<file path="src/hw/rtl/uer_pkg.sv">
// Shared constants for the ultrasonic echo ranger: phase codes,
// configuration register indexes, field widths and register reset values.
// No dependencies.
`timescale 1ns / 1ps

package uer_pkg;

  // Measurement phases
  localparam logic [2:0] PH_IDLE = 3'd0;
  localparam logic [2:0] PH_LOW  = 3'd1;
  localparam logic [2:0] PH_HIGH = 3'd2;
  localparam logic [2:0] PH_WAIT = 3'd3;
  localparam logic [2:0] PH_MEAS = 3'd4;

  // Configuration register indexes
  localparam logic [1:0] REG_TRIG_LOW  = 2'd0;
  localparam logic [1:0] REG_TRIG_HIGH = 2'd1;
  localparam logic [1:0] REG_TIMEOUT   = 2'd2;
  localparam logic [1:0] REG_US_PER_CM = 2'd3;

  localparam int CFG_IDX_W  = 2;
  localparam int CFG_DATA_W = 20;
  localparam int TIMEOUT_W  = 20;
  localparam int SHORT_W    = 8;
  localparam int DIST_OUT_W = 16;
  localparam int IN_TDATA_W  = 8;
  localparam int OUT_TDATA_W = 24;

  // Register values after reset
  localparam logic [SHORT_W-1:0]   RST_TRIG_LOW  = 8'd2;
  localparam logic [SHORT_W-1:0]   RST_TRIG_HIGH = 8'd10;
  localparam logic [TIMEOUT_W-1:0] RST_TIMEOUT   = 20'd60000;
  localparam logic [SHORT_W-1:0]   RST_US_PER_CM = 8'd58;

endpackage

</file>
<file path="src/hw/rtl/ultrasonic_echo_ranger.sv">
// Ultrasonic echo ranger top level: trigger sequencing, echo timing and
// distance counting. Depends on uer_pkg.
`timescale 1ns / 1ps

// Each accepted request is one microsecond tick carrying the sampled echo
// level and a start flag; each tick produces exactly one result carrying
// the trigger pin level, busy, a distance-valid strobe, a timeout strobe
// and the distance in whole centimetres. A start while idle holds the
// trigger low for trigger_low_us ticks, pulses it high for trigger_high_us
// ticks, then waits for the echo to rise and counts how long it stays high.
// The distance is floor(high ticks / us_per_cm), built up by a sub-counter
// that rolls over every us_per_cm ticks, and saturates at
// 2^DISTANCE_WIDTH - 1 (the port carries its low 16 bits). Each echo wait
// times out on its (echo_timeout_us + 1)-th tick. Rate: one request per
// clock cycle unless stalled; each result enters the output register
// as its request is accepted, and s_tready drops only while that register
// holds a result the downstream side has not taken. Configuration writes
// are always accepted and must be made while no measurement is running.
module ultrasonic_echo_ranger
  import uer_pkg::*;
#(
  parameter int TIMER_WIDTH    = 20,
  parameter int DISTANCE_WIDTH = 16
) (
  input  logic                   clk,
  input  logic                   rst,
  // configuration write channel
  input  logic                   cfg_valid,
  output logic                   cfg_ready,
  input  logic [CFG_IDX_W-1:0]   cfg_index,
  input  logic [CFG_DATA_W-1:0]  cfg_data,
  // tick requests
  input  logic                   s_tvalid,
  output logic                   s_tready,
  input  logic [IN_TDATA_W-1:0]  s_tdata,   // [0] echo_level, [1] start_request
  // results
  output logic                   m_tvalid,
  input  logic                   m_tready,
  output logic [OUT_TDATA_W-1:0] m_tdata    // [0] trigger_level, [1] busy_res,
                                            // [2] result_valid, [3] timed_out,
                                            // [19:4] range_cm
);

  localparam int CMP_W = (TIMER_WIDTH > TIMEOUT_W) ? TIMER_WIDTH : TIMEOUT_W;

  // Configuration registers
  logic [SHORT_W-1:0]   trigger_low_us;
  logic [SHORT_W-1:0]   trigger_high_us;
  logic [TIMEOUT_W-1:0] echo_timeout_us;
  logic [SHORT_W-1:0]   us_per_cm;

  // Measurement state
  logic [2:0]                phase, phase_next;
  logic [TIMER_WIDTH-1:0]    phase_ticks, phase_ticks_next;
  logic [SHORT_W-1:0]        cm_fraction_ticks, cm_fraction_ticks_next;
  logic [DISTANCE_WIDTH-1:0] cm_count, cm_count_next;

  // Result fields of the tick being accepted
  logic                  trig_c, valid_c, tout_c;
  logic [DIST_OUT_W-1:0] dist_c;
  logic                  echo, start, accept;

  // Echo-wait limit reached: ticks at the timeout, or at the counter's top
  // when the timeout is larger than the counter can hold.
  logic wait_expired;

  assign echo   = s_tdata[0];
  assign start  = s_tdata[1];
  assign accept = s_tvalid && s_tready;

  assign cfg_ready = 1'b1;
  // Take a new tick whenever the output register is empty or draining.
  assign s_tready  = !m_tvalid || m_tready;

  assign wait_expired = (CMP_W'(phase_ticks) >= CMP_W'(echo_timeout_us)) ||
                        (phase_ticks == {TIMER_WIDTH{1'b1}});

  always_ff @(posedge clk) begin
    if (rst) begin
      trigger_low_us  <= RST_TRIG_LOW;
      trigger_high_us <= RST_TRIG_HIGH;
      echo_timeout_us <= RST_TIMEOUT;
      us_per_cm       <= RST_US_PER_CM;
    end else if (cfg_valid) begin
      unique case (cfg_index)
        REG_TRIG_LOW:  trigger_low_us  <= cfg_data[SHORT_W-1:0];
        REG_TRIG_HIGH: trigger_high_us <= cfg_data[SHORT_W-1:0];
        REG_TIMEOUT:   echo_timeout_us <= cfg_data[TIMEOUT_W-1:0];
        REG_US_PER_CM: us_per_cm       <= cfg_data[SHORT_W-1:0];
        default: ;
      endcase
    end
  end

  // One tick: a phase that completes hands the same tick to the next phase,
  // so the checks run in order and each sees the updated phase.
  always_comb begin
    phase_next             = phase;
    phase_ticks_next       = phase_ticks;
    cm_fraction_ticks_next = cm_fraction_ticks;
    cm_count_next          = cm_count;
    trig_c  = 1'b0;
    valid_c = 1'b0;
    tout_c  = 1'b0;
    dist_c  = '0;

    if (phase_next == PH_IDLE && start) begin
      phase_next       = PH_LOW;
      phase_ticks_next = '0;
    end

    if (phase_next == PH_LOW) begin
      if (phase_ticks_next >= TIMER_WIDTH'(trigger_low_us)) begin
        phase_next       = PH_HIGH;
        phase_ticks_next = '0;
      end else begin
        phase_ticks_next = phase_ticks_next + TIMER_WIDTH'(1);
      end
    end

    if (phase_next == PH_HIGH) begin
      if (phase_ticks_next >= TIMER_WIDTH'(trigger_high_us)) begin
        phase_next       = PH_WAIT;
        phase_ticks_next = '0;
      end else begin
        phase_ticks_next = phase_ticks_next + TIMER_WIDTH'(1);
        trig_c           = 1'b1;
      end
    end

    // Entering the wait in this tick means ticks start from zero, which
    // never meets the limit unless the timeout is zero.
    if (phase_next == PH_WAIT) begin
      if (echo) begin
        phase_next             = PH_MEAS;
        phase_ticks_next       = '0;
        cm_fraction_ticks_next = '0;
        cm_count_next          = '0;
      end else if ((phase == PH_WAIT) ? wait_expired
                                      : (echo_timeout_us == '0)) begin
        tout_c           = 1'b1;
        phase_next       = PH_IDLE;
        phase_ticks_next = '0;
      end else begin
        phase_ticks_next = phase_ticks_next + TIMER_WIDTH'(1);
      end
    end

    if (phase_next == PH_MEAS) begin
      if (!echo) begin
        valid_c          = 1'b1;
        dist_c           = DIST_OUT_W'(cm_count_next);
        phase_next       = PH_IDLE;
        phase_ticks_next = '0;
      end else if ((phase == PH_MEAS) ? wait_expired
                                      : (echo_timeout_us == '0)) begin
        tout_c           = 1'b1;
        phase_next       = PH_IDLE;
        phase_ticks_next = '0;
      end else begin
        phase_ticks_next       = phase_ticks_next + TIMER_WIDTH'(1);
        cm_fraction_ticks_next = cm_fraction_ticks_next + SHORT_W'(1);
        // Roll the sub-counter over once a whole centimetre has passed.
        if (cm_fraction_ticks_next >= us_per_cm) begin
          cm_fraction_ticks_next = '0;
          if (cm_count_next != {DISTANCE_WIDTH{1'b1}}) begin
            cm_count_next = cm_count_next + DISTANCE_WIDTH'(1);
          end
        end
      end
    end

    // Drop any code outside the phase set back to idle.
    if (phase_next > PH_MEAS) begin
      phase_next = PH_IDLE;
    end
  end

  // Advance state on every accepted tick.
  always_ff @(posedge clk) begin
    if (rst) begin
      phase             <= PH_IDLE;
      phase_ticks       <= '0;
      cm_fraction_ticks <= '0;
      cm_count          <= '0;
    end else if (accept) begin
      phase             <= phase_next;
      phase_ticks       <= phase_ticks_next;
      cm_fraction_ticks <= cm_fraction_ticks_next;
      cm_count          <= cm_count_next;
    end
  end

  // Output register: hold the result until taken.
  always_ff @(posedge clk) begin
    if (rst) begin
      m_tvalid <= 1'b0;
    end else if (accept) begin
      m_tvalid <= 1'b1;
    end else if (m_tready) begin
      m_tvalid <= 1'b0;
    end
  end

  always_ff @(posedge clk) begin
    if (accept) begin
      m_tdata <= {4'b0000, dist_c, tout_c, valid_c,
                  (phase_next != PH_IDLE), trig_c};
    end
  end

endmodule

</file>
<file path="config.mk">
export PLATFORM = sky130hd
export DESIGN_NAME = ultrasonic_echo_ranger
export DESIGN_NICKNAME = d
export VERILOG_FILES = /design/src/hw/rtl/uer_pkg.sv /design/src/hw/rtl/ultrasonic_echo_ranger.sv
export SDC_FILE = /design/constraint.sdc
export NUM_CORES = 1
export LEC_CHECK = 0
export ABC_AREA = 1
export BUFFER_PORTS_ARGS = -buffer_cell sky130_fd_sc_hd__buf_2
export CAP_MARGIN = 20
export CORE_MARGIN = 2
export CORE_UTILIZATION = 44
export CTS_CLUSTER_DIAMETER = 30
export DETAILED_ROUTE_END_ITERATION = 6
export PLACE_DENSITY = 0.62
export SYNTH_ARGS = -nofsm -noshare
export SYNTH_HDL_FRONTEND = slang
export SYNTH_SLANG_ARGS = --single-unit
</file>
<file path="constraint.sdc">
create_clock -name clk -period 18.8 [get_ports clk]
set_input_delay 3.76 -clock clk [delete_from_list [all_inputs] [get_ports clk]]
set_output_delay 3.76 -clock clk [all_outputs]
set_load 0.02 [all_outputs]
</file>
; ---- Word level (Yosys, flattened, before mapping)
; Index checks and enable logic that the tools add are counted.
[totals]
reg_bits = 112
in_bits = 35
output_inout_bits = 27
wordCells = 99
[op_classes]
n_addsub = 6
n_lt_le_gt_ge = 5
n_eq_ne = 11
mux = 48
n_bitwise = 1
reduce_logical = 15
[ops]
columns = op, count
row1 = $mux 20, 11
row2 = $mux 16, 7
row3 = $add 20x1->20 const B, 4
row4 = $mux 8, 6
row5 = $ge 20x8->1, 2
row6 = $mux 3, 12
row7 = $eq 20x20->1 const B, 1
row8 = $ge 20x20->1, 1
row9 = $logic_not 20->1, 1
row10 = $add 16x1->16 const B, 1
row11 = $ne 16x16->1 const B, 1
row12 = $mux 1, 12
row13 = $eq 3x2->1 const B, 3
row14 = $add 8x1->8 const B, 1
row15 = $ge 8x8->1, 1
row16 = $reduce_and 2->1, 4
row17 = $eq 3x3->1 const B, 2
row18 = $eq 2x2->1 const B, 2
row19 = $eq 3x1->1 const B, 1
row20 = $gt 3x3->1 const B, 1
row21 = $logic_not 3->1, 1
row22 = $reduce_bool 3->1, 1
row23 = $eq 2x1->1 const B, 1
row24 = $logic_and 1x1->1, 2
row25 = other kinds (6), 7

; ---- Depth between registers and ports, before layout
; Gate-level depths: netlist of the first run.
[logic_depth]
depth_word = 18
mapped_depth = 55
mapped_depth_nobuf = 53

; ---- Least setup slack after synthesis of the first run
; OpenSTA, ideal clock, no wires.
[synth_timing]
path_kind = input to register
start = input s_tdata[1]
end = register cm_count[15]
setup_ns = 0.119
arrival_time_ns = 9.389
required_ns = 18.681
path_slack_ns = 9.292
path_stages = 46
path_buffers = 3
cell_sequence = inv_1 nor2_1 nand2_2 buf_6 inv_2 nor2_1 ha_1 a21o_1 inv_1 o21a_1 nand2_1 nor2_2 nand2_2 nand2_4 buf_6 nand2_1 ha_1 o21ai_0 (+10 left out) nor2_1 clkbuf_1 nor2_1 ha_1 nand3_1 nor3_1 xor2_1 ha_1 nand2_1 nor2_1 nand4_1 and3_1 inv_1 nand3_1 nor4_1 nand4_1 o21ai_0 a21oi_1
[synth_between]
elab_chain_len = 16
elab_cells_between_ends = 30
[synth_lines]
columns = element, line_no
row1 = from (decl), ultrasonic_echo_ranger.sv:35  ; input logic [IN_TDATA_W-1:0] s_tdata,
row2 = $logic_and 1x1->1 (*), ultrasonic_echo_ranger.sv:107  ; if (phase_next == PH_IDLE && start) begin
row3 = $mux 20, ultrasonic_echo_ranger.sv:107
row4 = $add 20x1->20 / $ge 20x8->1 (equally long branches), "ultrasonic_echo_ranger.sv:117, ultrasonic_echo_ranger.sv:113"
row5 = $mux 20, ultrasonic_echo_ranger.sv:113  ; if (phase_ticks_next >= TIMER_WIDTH'(trigger_low_us)) begin
row6 = $mux 20, ultrasonic_echo_ranger.sv:112  ; if (phase_next == PH_LOW) begin
row7 = $ge 20x8->1, ultrasonic_echo_ranger.sv:122  ; if (phase_ticks_next >= TIMER_WIDTH'(trigger_high_us)) begin
row8 = $mux 3, ultrasonic_echo_ranger.sv:122
row9 = $mux 3 (*), ultrasonic_echo_ranger.sv:121  ; if (phase_next == PH_HIGH) begin
row10 = $eq 3x2->1, ultrasonic_echo_ranger.sv:133  ; if (phase_next == PH_WAIT) begin
row11 = $mux 8 / $mux 16 (equally long branches), ultrasonic_echo_ranger.sv:133
row12 = $add 8x1->8 (tied with other cells), ultrasonic_echo_ranger.sv:162  ; cm_fraction_ticks_next = cm_fraction_ticks_next + SHORT_W'(1);
row13 = $ge 8x8->1 / $mux 16 (equally long branches), "ultrasonic_echo_ranger.sv:164, ultrasonic_echo_ranger.sv:166"
row14 = $mux 16, ultrasonic_echo_ranger.sv:164  ; if (cm_fraction_ticks_next >= us_per_cm) begin
row15 = $mux 16, ultrasonic_echo_ranger.sv:155  ; end else if ((phase == PH_MEAS) ? wait_expired
row16 = $mux 16, ultrasonic_echo_ranger.sv:150  ; if (!echo) begin
row17 = $mux 16 (*), ultrasonic_echo_ranger.sv:149  ; if (phase_next == PH_MEAS) begin
row18 = to (signal assigned), ultrasonic_echo_ranger.sv:190  ; cm_count <= cm_count_next;
row19 = to (decl), ultrasonic_echo_ranger.sv:56  ; logic [DISTANCE_WIDTH-1:0] cm_count, cm_count_next;
; Mark *: on every way between the ends. The rest lies on a longest branch, timed or not.
; A chain may end at the register's enable or synchronous reset.

; ---- Final worst setup path of the first run
; Ends and elaborated chain as after synthesis.

==> summary.md, run 1 <==
| Metric | Value |
|---|---|
| Status | completed |
| # H-tree levels | 3 |
| Asr flop ratio synth | 0% |
| Die X | 142 microns |
| Post-synthesis sequential area ratio | 29.1% |
| Initial Utilization | around 45% |
| Die Height | ~140 microns |
| Number of global-route vias before repair | ~7500 |
| CTS buffer count | 9 |
| P_leak | 4.07 nW |
| Slew Limit Fails | 0 |
| Setup CP Type | in -> reg |
| Synth Cell Area | ~8400 sq um |
| CTS max path bufs | 2 |
| Clock Root Buffer | clkbuf_16 |
| Reg2Reg Depth | between 40 and 50 |
| Crit share post-route | between 50% and 60% |
| DRT iter0 DRCs | between 500 and 600 |
| Setup Buffers After CTS | 0 |
| Vias/cell | about 5.3 |
| Gpl congestion | around 0.93 |
| Post-layout net count | 1394 |
| Setup crit end kind | register |
| PwrDens | between 60 and 70 nW/um^2 |
| TNS Setup | 0 ps |
| Commonest non-fill, non-tap cell in the layout | nand2_1 |
| First-pass GRT wire length | around 38 mm |
| Detail-routed net length per standard cell | approximately 15 microns |
| Multi-input logic area | between 4000 and 5000 sq um |
| Clock sinks | roughly 110 |
| Fillers | ~1900 |
| CP max FO | 23 |
| Final Hold Viols | 0 |
| Top FF cell, synth | dfxtp_1 |
| Finished Layout Cells | 1548 |
| Min-delay src | trigger_high_us[4] |
| Clock power frac | 33.9% |
| Area grow syn2layout | 7.85% |
| Worst-margin pin slew | around 800 ps |
| MaxCap Viol Count | 0 |
| Area after DPL | 8740 sq um |
| Crit-path most repeated cell | nand2_1 |
| Post-route cell area | around 9000 sq um |
| Max VDD drop | approximately 0.047 mV |
| Cells after synthesis | between 1000 and 1500 |
| Post-DP HPWL | approximately 18 mm |
| DR vias | just over 8000 |
| Total Die Area | 20200 sq um |
| Reg clk slew, reported paths | 80 ps |
| Most frequent cells in the layout | nand2_1, inv_1, nor2_1, a21oi_1, dfxtp_1 |
| Worst rel slew slack | between 40% and 50% |
| R2r startpoint | phase[0] |
| Post-synthesis cell type count | between 50 and 60 |
| Reg area | 2440 sq um |
| Largest net degree at the start of global routing | 56 |
| Flop2flop setup slack | between 10000 and 15000 ps |
| Startpoint types | primary input |
| Top-area cell type share of the netlist area | 22.0% |
| Worst Hold Class | reg -> reg |
| Port Buffers | 50 |
| RSZ-0062 raised after global routing | no |
| # DRC | 0 |
| Pre-antenna DRT Iters | 5 |
| Std-Cell Rows | 50 |
| Sequential share of power | 44.6% |
| Layout cells sized above 1 | about 11% |
| I/O Pins | 62 |
| Max Clk Rate | 92.1 MHz |
| Internal Pwr Total | just under 0.4 mW |
| Net load switching power | between 0.15 and 0.2 mW |
| Ant diodes | 0 |
| Total GRT Usage | 23.9% |
| Critical Path RT | 19050 ps |
| Hold Crit Depth | 2 |
| Post-synth EDFFs | 20 |
| Routed WL | between 20 and 25 mm |
| Initial antenna violation count | 1 |
| Switching portion of total power | between 30% and 40% |
| Synth area leader | dfxtp_1 |
| Synthesis Warnings | 0 |
| CTS resizes | 0 |
| Worst path max stage delay | 500 ps |
| Clock Latency Late Sink | between 300 and 400 ps |
| Max stage delay cell, worst path | nor4_1 |
| Skew final | 12.6 ps |
| Core Region | between 15000 and 20000 sq um |
| Crit path DAT | ~11000 ps |
| Post-DRT Antenna Nets | 0 |
| Crit Reg-Reg Endpoint | cm_count[15] |
| Hold endpoint | trigger_high_us[4] |
| Flops & latches, synth | approximately 110 |
| Hold-fix buffers at CTS | 0 |
| CTS tree | done |
| Combinational power share | 21.4% |
| DP Cell Count | 1531 |
| Total gr overflow | 0 |
| Final setup fails | 0 |
| Ranking of synthesized cells by area | dfxtp_1, nand2_1, inv_1 |
| Avg Inst Size Synth | approximately 6.5 sq um |
| Fin crit period | roughly 11000 ps |
## critical path, delay by kind of cell
family                   cells  cell delay (ps)
buffers and inverters        7              860
adder cells (fa/ha/maj)      3              880
AO/OA/AOI/OAI                8             1380
AND/OR/NAND/NOR             30             4220
## power groups by stage
stage / sequential (mW) / clock [mW] / combinational (mW)
floorplan: 0.269 / 0 / 0.0935
global placement: 0.267 / 0 / 0.123
detailed placement: 0.267 / 0 / 0.124
CTS: 0.262 / 0.203 / 0.125
global route: 0.263 / 0.212 / 0.142
finish: 0.262 / 0.199 / 0.126
## sequential cells by signal (all words and copies together) (netlist names)
signal	cells
m_tdata	20
m_tvalid	1
trigger_low_us	8
cm_count	16
cm_fraction_ticks	8
trigger_high_us	8
phase_ticks	20
us_per_cm	8
echo_timeout_us	20
phase	3
## Yosys cell counts, drive strengths merged (2+ instances only)
| cell | instances |
|---|---|
| nand2 | 292 |
| a21oi | 100 |
| o21bai | 2 |
| nand3 | 94 |
| buf | 18 |
| nand4 | 37 |
| a22oi | 2 |
| or2 | 2 |
| edfxtp | 20 |
| clkbuf | 22 |
| conb | 2 |
| dfxtp | 92 |
| a221oi | 5 |
| ha | 50 |
| nor3 | 21 |
| a31oi | 3 |
| clkinv | 2 |
| o21a | 4 |
| xor2 | 10 |
| o211ai | 14 |
| o22ai | 2 |
| xnor2 | 6 |
| o21ai | 80 |
| inv | 203 |
| nor4 | 9 |
| nor2 | 177 |
## how the worst max path moves through the flow
stage | cells past startpoint | to | from | slack [ps]
after floorplan | 46 | cm_count[15] | s_tdata[1] | 9290
after global placement | 45 | cm_count[15] | s_tdata[1] | 7700
after detailed placement | 48 | cm_count[15] | s_tdata[1] | 7640
after CTS | 48 | cm_count[15] | s_tdata[1] | 7980
after global routing | 48 | cm_count[15] | s_tdata[1] | 7140
final | 48 | cm_count[15] | s_tdata[1] | 7940
## kinds of logic after synthesis
logic type	share of synthesized area, %
AO/OA/AOI/OAI	14.6
XOR/XNOR	1.67
flip-flops	29.1
other	0.0896
buffers and inverters	11.9
adder cells (fa/ha/maj)	7.46
AND/OR/NAND/NOR	35.1
## through the flow
stage / setup WS, ps / hold WS [ps] / power (mW) / utilization [%]
2_1_floorplan: 9290 / 435 / 0.363 / -
3_3_place_gp: 7700 / 453 / 0.390 / 46.7
3_5_place_dp: 7640 / 456 / 0.392 / 46.7
4_1_cts: 7980 / 468 / 0.590 / 48.3
5_1_grt: 7140 / 477 / 0.617 / 48.3
6_report: 7940 / 464 / 0.587 / 48.3
## area by class of cell
cell class | instances | share of cell area [%]
Sequential cell | 112 | 27.0
Clock buffer | 9 | 2.49
Multi-Input combinational cell | 926 | 54.8
Tap cell | 234 | 3.24
Timing Repair Buffer | 55 | 3.18
Inverter | 205 | 8.51
Clock inverter | 7 | 0.761
## metal layers
metal	track usage, %	vias up	wire length [microns]
li1	-	4241	-
met1	32.7	3765	11200
met3	4.04	28	1280
met5	0	-	13
met4	6.74	2	441
met2	38.9	207	10400
No activity file was read; power rests on OpenSTA's default activity.
==> run 2, diff against run 1 <==
clock period = 10.2 ns   (was 18.8 ns; I/O delays follow)
==> run 2 against run 1 <==
  * Non-clock buffer count is 1 lower
  * Worst setup slack worse by 6800 ps
  * Largest power group unchanged
  * Clock skew is 2.0 ps higher
  * Utilization about the same
  * Combinational power up 83%
  * Largest cell class unchanged
  * Sequential share of layout area barely moved
  * Highest routed layer is now met4
  * Worst hold slack better by 3.0 ps
  * First-iteration DRC count is 15% higher
  * Routed wire length shrank 0.20%
==> summary.md, run 2 (synthesis results as in run 1) <==
| Metric | Value |
|---|---|
| Worst rel slew slack | 27.8% (was 46.6%) |
| Slew Limit Fails | 0 (unchanged) |
| Setup crit end kind | register (unchanged) |
| Met1 Usage GRT | 32.3% (was 32.7%) |
| Pre-antenna DRT Iters | 7 (was 5) |
| # H-tree levels | 3 (unchanged) |
| # DRC | 0 (unchanged) |
| Clock sinks | 112 (unchanged) |
| Crit share post-route | between 80% and 90% |
| Port Buffers | 50 (unchanged) |
| Critical Path RT | 10450 ps (was 19050 ps) |
| PwrDens | 120 nW/um^2 (was 65.0 nW/um^2) |
| Layout cells sized above 1 | 11.1% (was 11.2%) |
| Crit path DAT | 9270 ps (was 11110 ps) |
| DR vias | 8245 (was 8243) |
| Startpoint types | primary input (unchanged) |
| Post-layout net count | 1393 (was 1394) |
| CP max FO | 23 (unchanged) |
| DRT iter0 DRCs | 672 (was 582) |
| Biggest regs | echo_timeout_us x20, m_tdata x20, phase_ticks x20 (unchanged) |
| Gpl congestion | 0.911 (was 0.929) |
| Std-Cell Rows | 50 (unchanged) |
| Final setup margin | 1180 ps (was 7940 ps) |
| Min-delay src | cm_fraction_ticks[0] (was trigger_high_us[4]) |
| Total GRT Usage | 23.6% (was 23.9%) |
| Fin crit period | 9020 ps |
| First-pass GRT wire length | 37.7 mm (was 38.2 mm) |
| P_leak | 4.07 nW (about the same) |
| Final setup fails | 0 (unchanged) |
| GR Util met3 | 4.27% (was 4.04%) |
| Max Clk Rate | 111 MHz |
| I/O Pins | 62 (unchanged) |
| Largest net degree at the start of global routing | 56 (unchanged) |
| Clock Root Buffer | clkbuf_16 (unchanged) |
| Post-DRT Antenna Nets | 0 (unchanged) |
| Clock Latency Late Sink | 370 ps (was 360 ps) |
| Post-place setup slack | 865 ps (was 7640 ps) |
| Die X | 142 microns (unchanged) |
| CTS buffer count | 9 (unchanged) |
| Number of global-route vias before repair | 7495 (was 7487) |
| Core Region | 18700 sq um (unchanged) |
| Max VDD drop | 0.0825 mV (was 0.0471 mV) |
| Die Height | 142 microns (unchanged) |
| Reg clk slew, reported paths | 70 ps (was 80 ps) |
| Commonest non-fill, non-tap cell in the layout | nand2_1 (unchanged) |
| Most frequent cells in the layout | nand2_1, inv_1, nor2_1, a21oi_1, dfxtp_1 (unchanged) |
| Setup Buffers After CTS | 0 (unchanged) |
| Min Hold Slack | 467 ps (was 464 ps) |
| CP top delay family | simple AND/OR/NAND/NOR gates (unchanged) |
| Worst-margin pin slew | 1080 ps (was 801 ps) |
| Final Hold Viols | 0 (unchanged) |
| Max stage delay cell, worst path | nor4_1 (unchanged) |
| Met2 Use GR | 38.6% (was 38.9%) |
| Hold-fix buffers at CTS | 0 (unchanged) |
| Total gr overflow | 0 (unchanged) |
| Fillers | 1959 (was 1944) |
| Routed WL | 23.3 mm (was 23.4 mm) |
| Skew final | 14.6 ps (was 12.6 ps) |
| Crit-path most repeated cell | nand2_1 (unchanged) |
| Finished Layout Cells | 1547 (was 1548) |
| Area grow syn2layout | 7.87% (was 7.85%) |
| CTS resizes | 0 (unchanged) |
| Status | completed (unchanged) |
| Setup CP Type | in -> reg (unchanged) |
| Vias/cell | 5.33 (was 5.32) |
| CTS tree | done (unchanged) |
| Top Usage Layer GRT | met2 (unchanged) |
| WP buf/inv | 6 (was 7) |
| Setup crit start | s_tdata[1] (unchanged) |
| Total Die Area | 20200 sq um (unchanged) |
| TNS Setup | 0 ps (unchanged) |
| Worst path max stage delay | 480 ps (was 500 ps) |
| R2r startpoint | phase[0] (unchanged) |
| CTS max path bufs | 2 (unchanged) |
| Initial antenna violation count | 0 (was 1) |
| DP Cell Count | 1531 (unchanged) |
| Post-DP HPWL | 17.6 mm (was 17.7 mm) |
| Flop2flop setup slack | 2450 ps (was 10950 ps) |
| Detail-routed net length per standard cell | 15.1 microns (about the same) |
| Initial Utilization | 44.8% (unchanged) |
| Worst Hold Class | reg -> reg (unchanged) |
| Ant diodes | 0 (unchanged) |
| MaxCap Viol Count | 0 (unchanged) |
| RSZ-0062 raised after global routing | no (unchanged) |
run 2: changes by cell type in the layout (fill, tap and decap cells not counted):
cell / delta
clkinv_2: -1
inv_6: -1
inv_8: +2
buf_4: -1
run 2: area by class of cell:
cell class / instances / area [sq um] / share of cell area, %
clock buffer: 9 / 225 / 2.49
timing repair buffer: 54 / 280 / 3.10
tap: 234 / 293 / 3.24
multi-input combinational: 926 / 4950 / 54.8
sequential: 112 / 2440 / 27.0
inverter: 205 / 769 / 8.51
clock inverter: 7 / 77.6 / 0.858
run 2: worst paths after layout:
| check | endpoint | cells past startpoint |
|---|---|---|
| setup / recovery | cm_count[15] | 45 |
| hold / removal | cm_fraction_ticks[0] | 2 |
| setup reg to reg | cm_count[15] | 43 |
| hold reg to reg | cm_fraction_ticks[0] | 2 |
run 2: report_power, final:
part / total, mW / switching, mW / internal (mW) / leakage (nW)
Clock: 0.373 / 0.179 / 0.194 / 0.149
Sequential: 0.483 / 0.0131 / 0.470 / 0.954
Combinational: 0.231 / 0.166 / 0.0645 / 2.96
Total: 1.09 / 0.359 / 0.729 / 4.07
run 2: metrics by stage:
step	area [sq um]	util, %	total power [mW]
after floorplan	8390	-	0.668
after global placement	8740	46.7	0.719
after detailed placement	8740	46.7	0.722
after CTS	9040	48.3	1.09
after global routing	9040	48.3	1.14
final	9040	48.3	1.09
run 2: per-layer routing:
metal / wire [microns] / vias up
met5: 0 / -
met1: 10900 / 3769
met2: 10600 / 222
met3: 1390 / 28
li1: - / 4226
met4: 377 / 0
run 2: worst register-to-register path, delay by kind of cell, from the launching register on:
family	cells	cell delay, ps
buffers and inverters	4	480
AOI/OAI and AO/OA	7	1230
xor gates and xnor gates	1	140
and+or+nand+nor	27	4160
adders and majority gates	4	1100
DFF	1	530
==> run 3, diff against run 2 <==
BUFFER_PORTS_ARGS = -buffer_cell sky130_fd_sc_hd__buf_4   (was -buffer_cell sky130_fd_sc_hd__buf_2)
==> run 3 against run 2 <==
  * Sequential cell count stayed put
  * Routed wire length is 0.50% higher
  * Utilization is 0.70 points higher
  * Clock power is 1% higher
==> summary.md, run 3 (synthesis results as in run 1) <==
| Metric | Value |
|---|---|
| Crit-path most repeated cell | nand2_1 (unchanged) |
| Core Region | 18700 sq um (unchanged) |
| Final setup fails | 0 (unchanged) |
| DRT iter0 DRCs | 662 (was 672) |
| CTS resizes | 0 (unchanged) |
| # DRC | 0 (unchanged) |
| CP top delay family | simple AND/OR/NAND/NOR gates (unchanged) |
| Fillers | 1892 (was 1959) |
| Biggest regs | echo_timeout_us x20, m_tdata x20, phase_ticks x20 (unchanged) |
| Total Die Area | 20200 sq um (unchanged) |
| Max stage delay cell, worst path | nor4_1 (unchanged) |
| Worst Hold Class | reg -> reg (unchanged) |
| Area grow syn2layout | 9.43% (was 7.87%) |
| Total GRT Usage | 24.3% (was 23.6%) |
| Hold-fix buffers at CTS | 0 (unchanged) |
| Setup CP Type | in -> reg (unchanged) |
| Routed WL | 23.4 mm (was 23.3 mm) |
| Worst rel slew slack | 51.1% (was 27.8%) |
| CTS max path bufs | 2 (unchanged) |
| Clock sinks | 112 (unchanged) |
| Skew final | 12.9 ps (was 14.6 ps) |
| Reg clk slew, reported paths | 80 ps (was 70 ps) |
| Clock Root Buffer | clkbuf_16 (unchanged) |
| Final Hold Viols | 0 (unchanged) |
| CTS tree | done (unchanged) |
| Critical Path RT | 10450 ps (about the same) |
| Flop2flop setup slack | 2560 ps (was 2450 ps) |
| Initial Utilization | 44.8% (unchanged) |
| Die X | 142 microns (unchanged) |
| Crit path DAT | 9190 ps (was 9270 ps) |
| First-pass GRT wire length | 39.0 mm (was 37.7 mm) |
| CTS buffer count | 9 (unchanged) |
| Pre-antenna DRT Iters | 5 (was 7) |
| Ant diodes | 0 (unchanged) |
| Post-DP HPWL | 17.7 mm (was 17.6 mm) |
| R2r startpoint | phase[0] (unchanged) |
| RSZ-0062 raised after global routing | no (unchanged) |
| Std-Cell Rows | 50 (unchanged) |
| Crit share post-route | 87.7% (was 88.4%) |
| Worst path max stage delay | 480 ps (about the same) |
| Gpl congestion | 0.892 (was 0.911) |
| Crit Reg-Reg Endpoint | cm_count[15] (unchanged) |
| TNS Setup | 0 ps (unchanged) |
| Min-delay src | trigger_low_us[5] (was cm_fraction_ticks[0]) |
| Setup Buffers After CTS | 0 (unchanged) |
| Commonest non-fill, non-tap cell in the layout | nand2_1 (unchanged) |
| Die Height | 142 microns (unchanged) |
| Hold Crit Depth | 2 (unchanged) |
| Reg2Reg Depth | 46 (was 43) |
| Slew Limit Fails | 0 (unchanged) |
| Most frequent cells in the layout | nand2_1, inv_1, nor2_1, a21oi_1, dfxtp_1 (unchanged) |
| Post-layout net count | 1394 (was 1393) |
| CP max FO | 23 (unchanged) |
| MaxCap Viol Count | 0 (unchanged) |
| Setup crit end kind | register (unchanged) |
| Status | completed (unchanged) |
| Port Buffers | 50 (unchanged) |
| Vias/cell | 5.29 (was 5.33) |
| PwrDens | 120 nW/um^2 (about the same) |
| Hold endpoint | trigger_low_us[5] (was cm_fraction_ticks[0]) |
| Post-layout util | 49.0% (was 48.3%) |
| Number of global-route vias before repair | 7648 (was 7495) |
| Max VDD drop | 0.0866 mV (was 0.0825 mV) |
| Clock Latency Late Sink | 360 ps (was 370 ps) |
| DR vias | 8183 (was 8245) |
| Largest net degree at the start of global routing | 47 (was 56) |
| Startpoint types | primary input (unchanged) |
| Total gr overflow | 0 (unchanged) |
| Initial antenna violation count | 0 (unchanged) |
| # H-tree levels | 3 (unchanged) |
| Post-DRT Antenna Nets | 0 (unchanged) |
| Layout cells sized above 1 | 11.3% (was 11.1%) |
| WP buf/inv | 7 (was 6) |
| Detail-routed net length per standard cell | 15.1 microns (about the same) |
| P_leak | 4.11 nW (was 4.07 nW) |
| I/O Pins | 62 (unchanged) |
| Max Clk Rate | 112 MHz (was 111 MHz) |
| Fin crit period | 8940 ps (was 9020 ps) |
| Worst-margin pin slew | 729 ps (was 1080 ps) |
[run 3: changes by cell type in the layout (fill, tap and decap cells not counted), sizes merged]
cell	delta
clkinv	-2
buf	+1
clkbuf	+1
inv	+1
[run 3: worst register-to-register path: cells and delay by family, from the launching register on]
kind | cells | cell delay [ps]
simple gates | 30 | 4150
compound gates | 8 | 1320
fa+ha+maj | 3 | 870
buf+inv | 5 | 700
flops | 1 | 500
[run 3: layer usage]
metal  wire length (microns)  up-vias  track usage, %
li1                        -     4230               -
met1                   11200     3729            34.3
met2                   10500      197            39.2
met3                    1450       27            3.47
met4                     327        0            5.84
met5                       0        -               0
[run 3: power by group]
part	total [mW]	internal, mW	switching (mW)	leakage [nW]
sequential	0.483	0.470	0.0132	0.954
clock	0.378	0.195	0.182	0.150
combinational	0.237	0.0710	0.166	3.01
total	1.10	0.737	0.362	4.11
[run 3: stage by stage]
step / hold slack, ps / instance area (sq um) / setup slack, ps / cells / total power [mW]
after floorplan: 435 / 8390 / 2410 / 1283 / 0.668
after global placement: 452 / 8870 / 986 / 1532 / 0.726
after detailed placement: 452 / 8870 / 923 / 1532 / 0.729
after CTS: 464 / 9170 / 1270 / 1548 / 1.11
after global routing: 485 / 9170 / 389 / 1548 / 1.16
final: 463 / 9170 / 1260 / 1548 / 1.10
[run 3: area by class of cell]
class	count	area [sq um]	area share [%]
inverter	205	769	8.39
multi-input combinational	926	4950	54.0
clock buffer	10	229	2.50
clock inverter	6	72.6	0.791
sequential	112	2440	26.6
timing repair buffer	55	413	4.50
tap	234	293	3.19
[run 3: how the worst max path moves through the flow]
stage                               to  cells past startpoint  slack, ps        from
after floorplan           cm_count[15]                     46       2410  s_tdata[1]
final                     cm_count[15]                     48       1260  s_tdata[1]
after detailed placement  cm_count[15]                     48        920  s_tdata[1]
after global routing      cm_count[15]                     53        390  s_tdata[1]
after global placement    cm_count[15]                     48        990  s_tdata[1]
after CTS                 cm_count[15]                     48       1270  s_tdata[1]
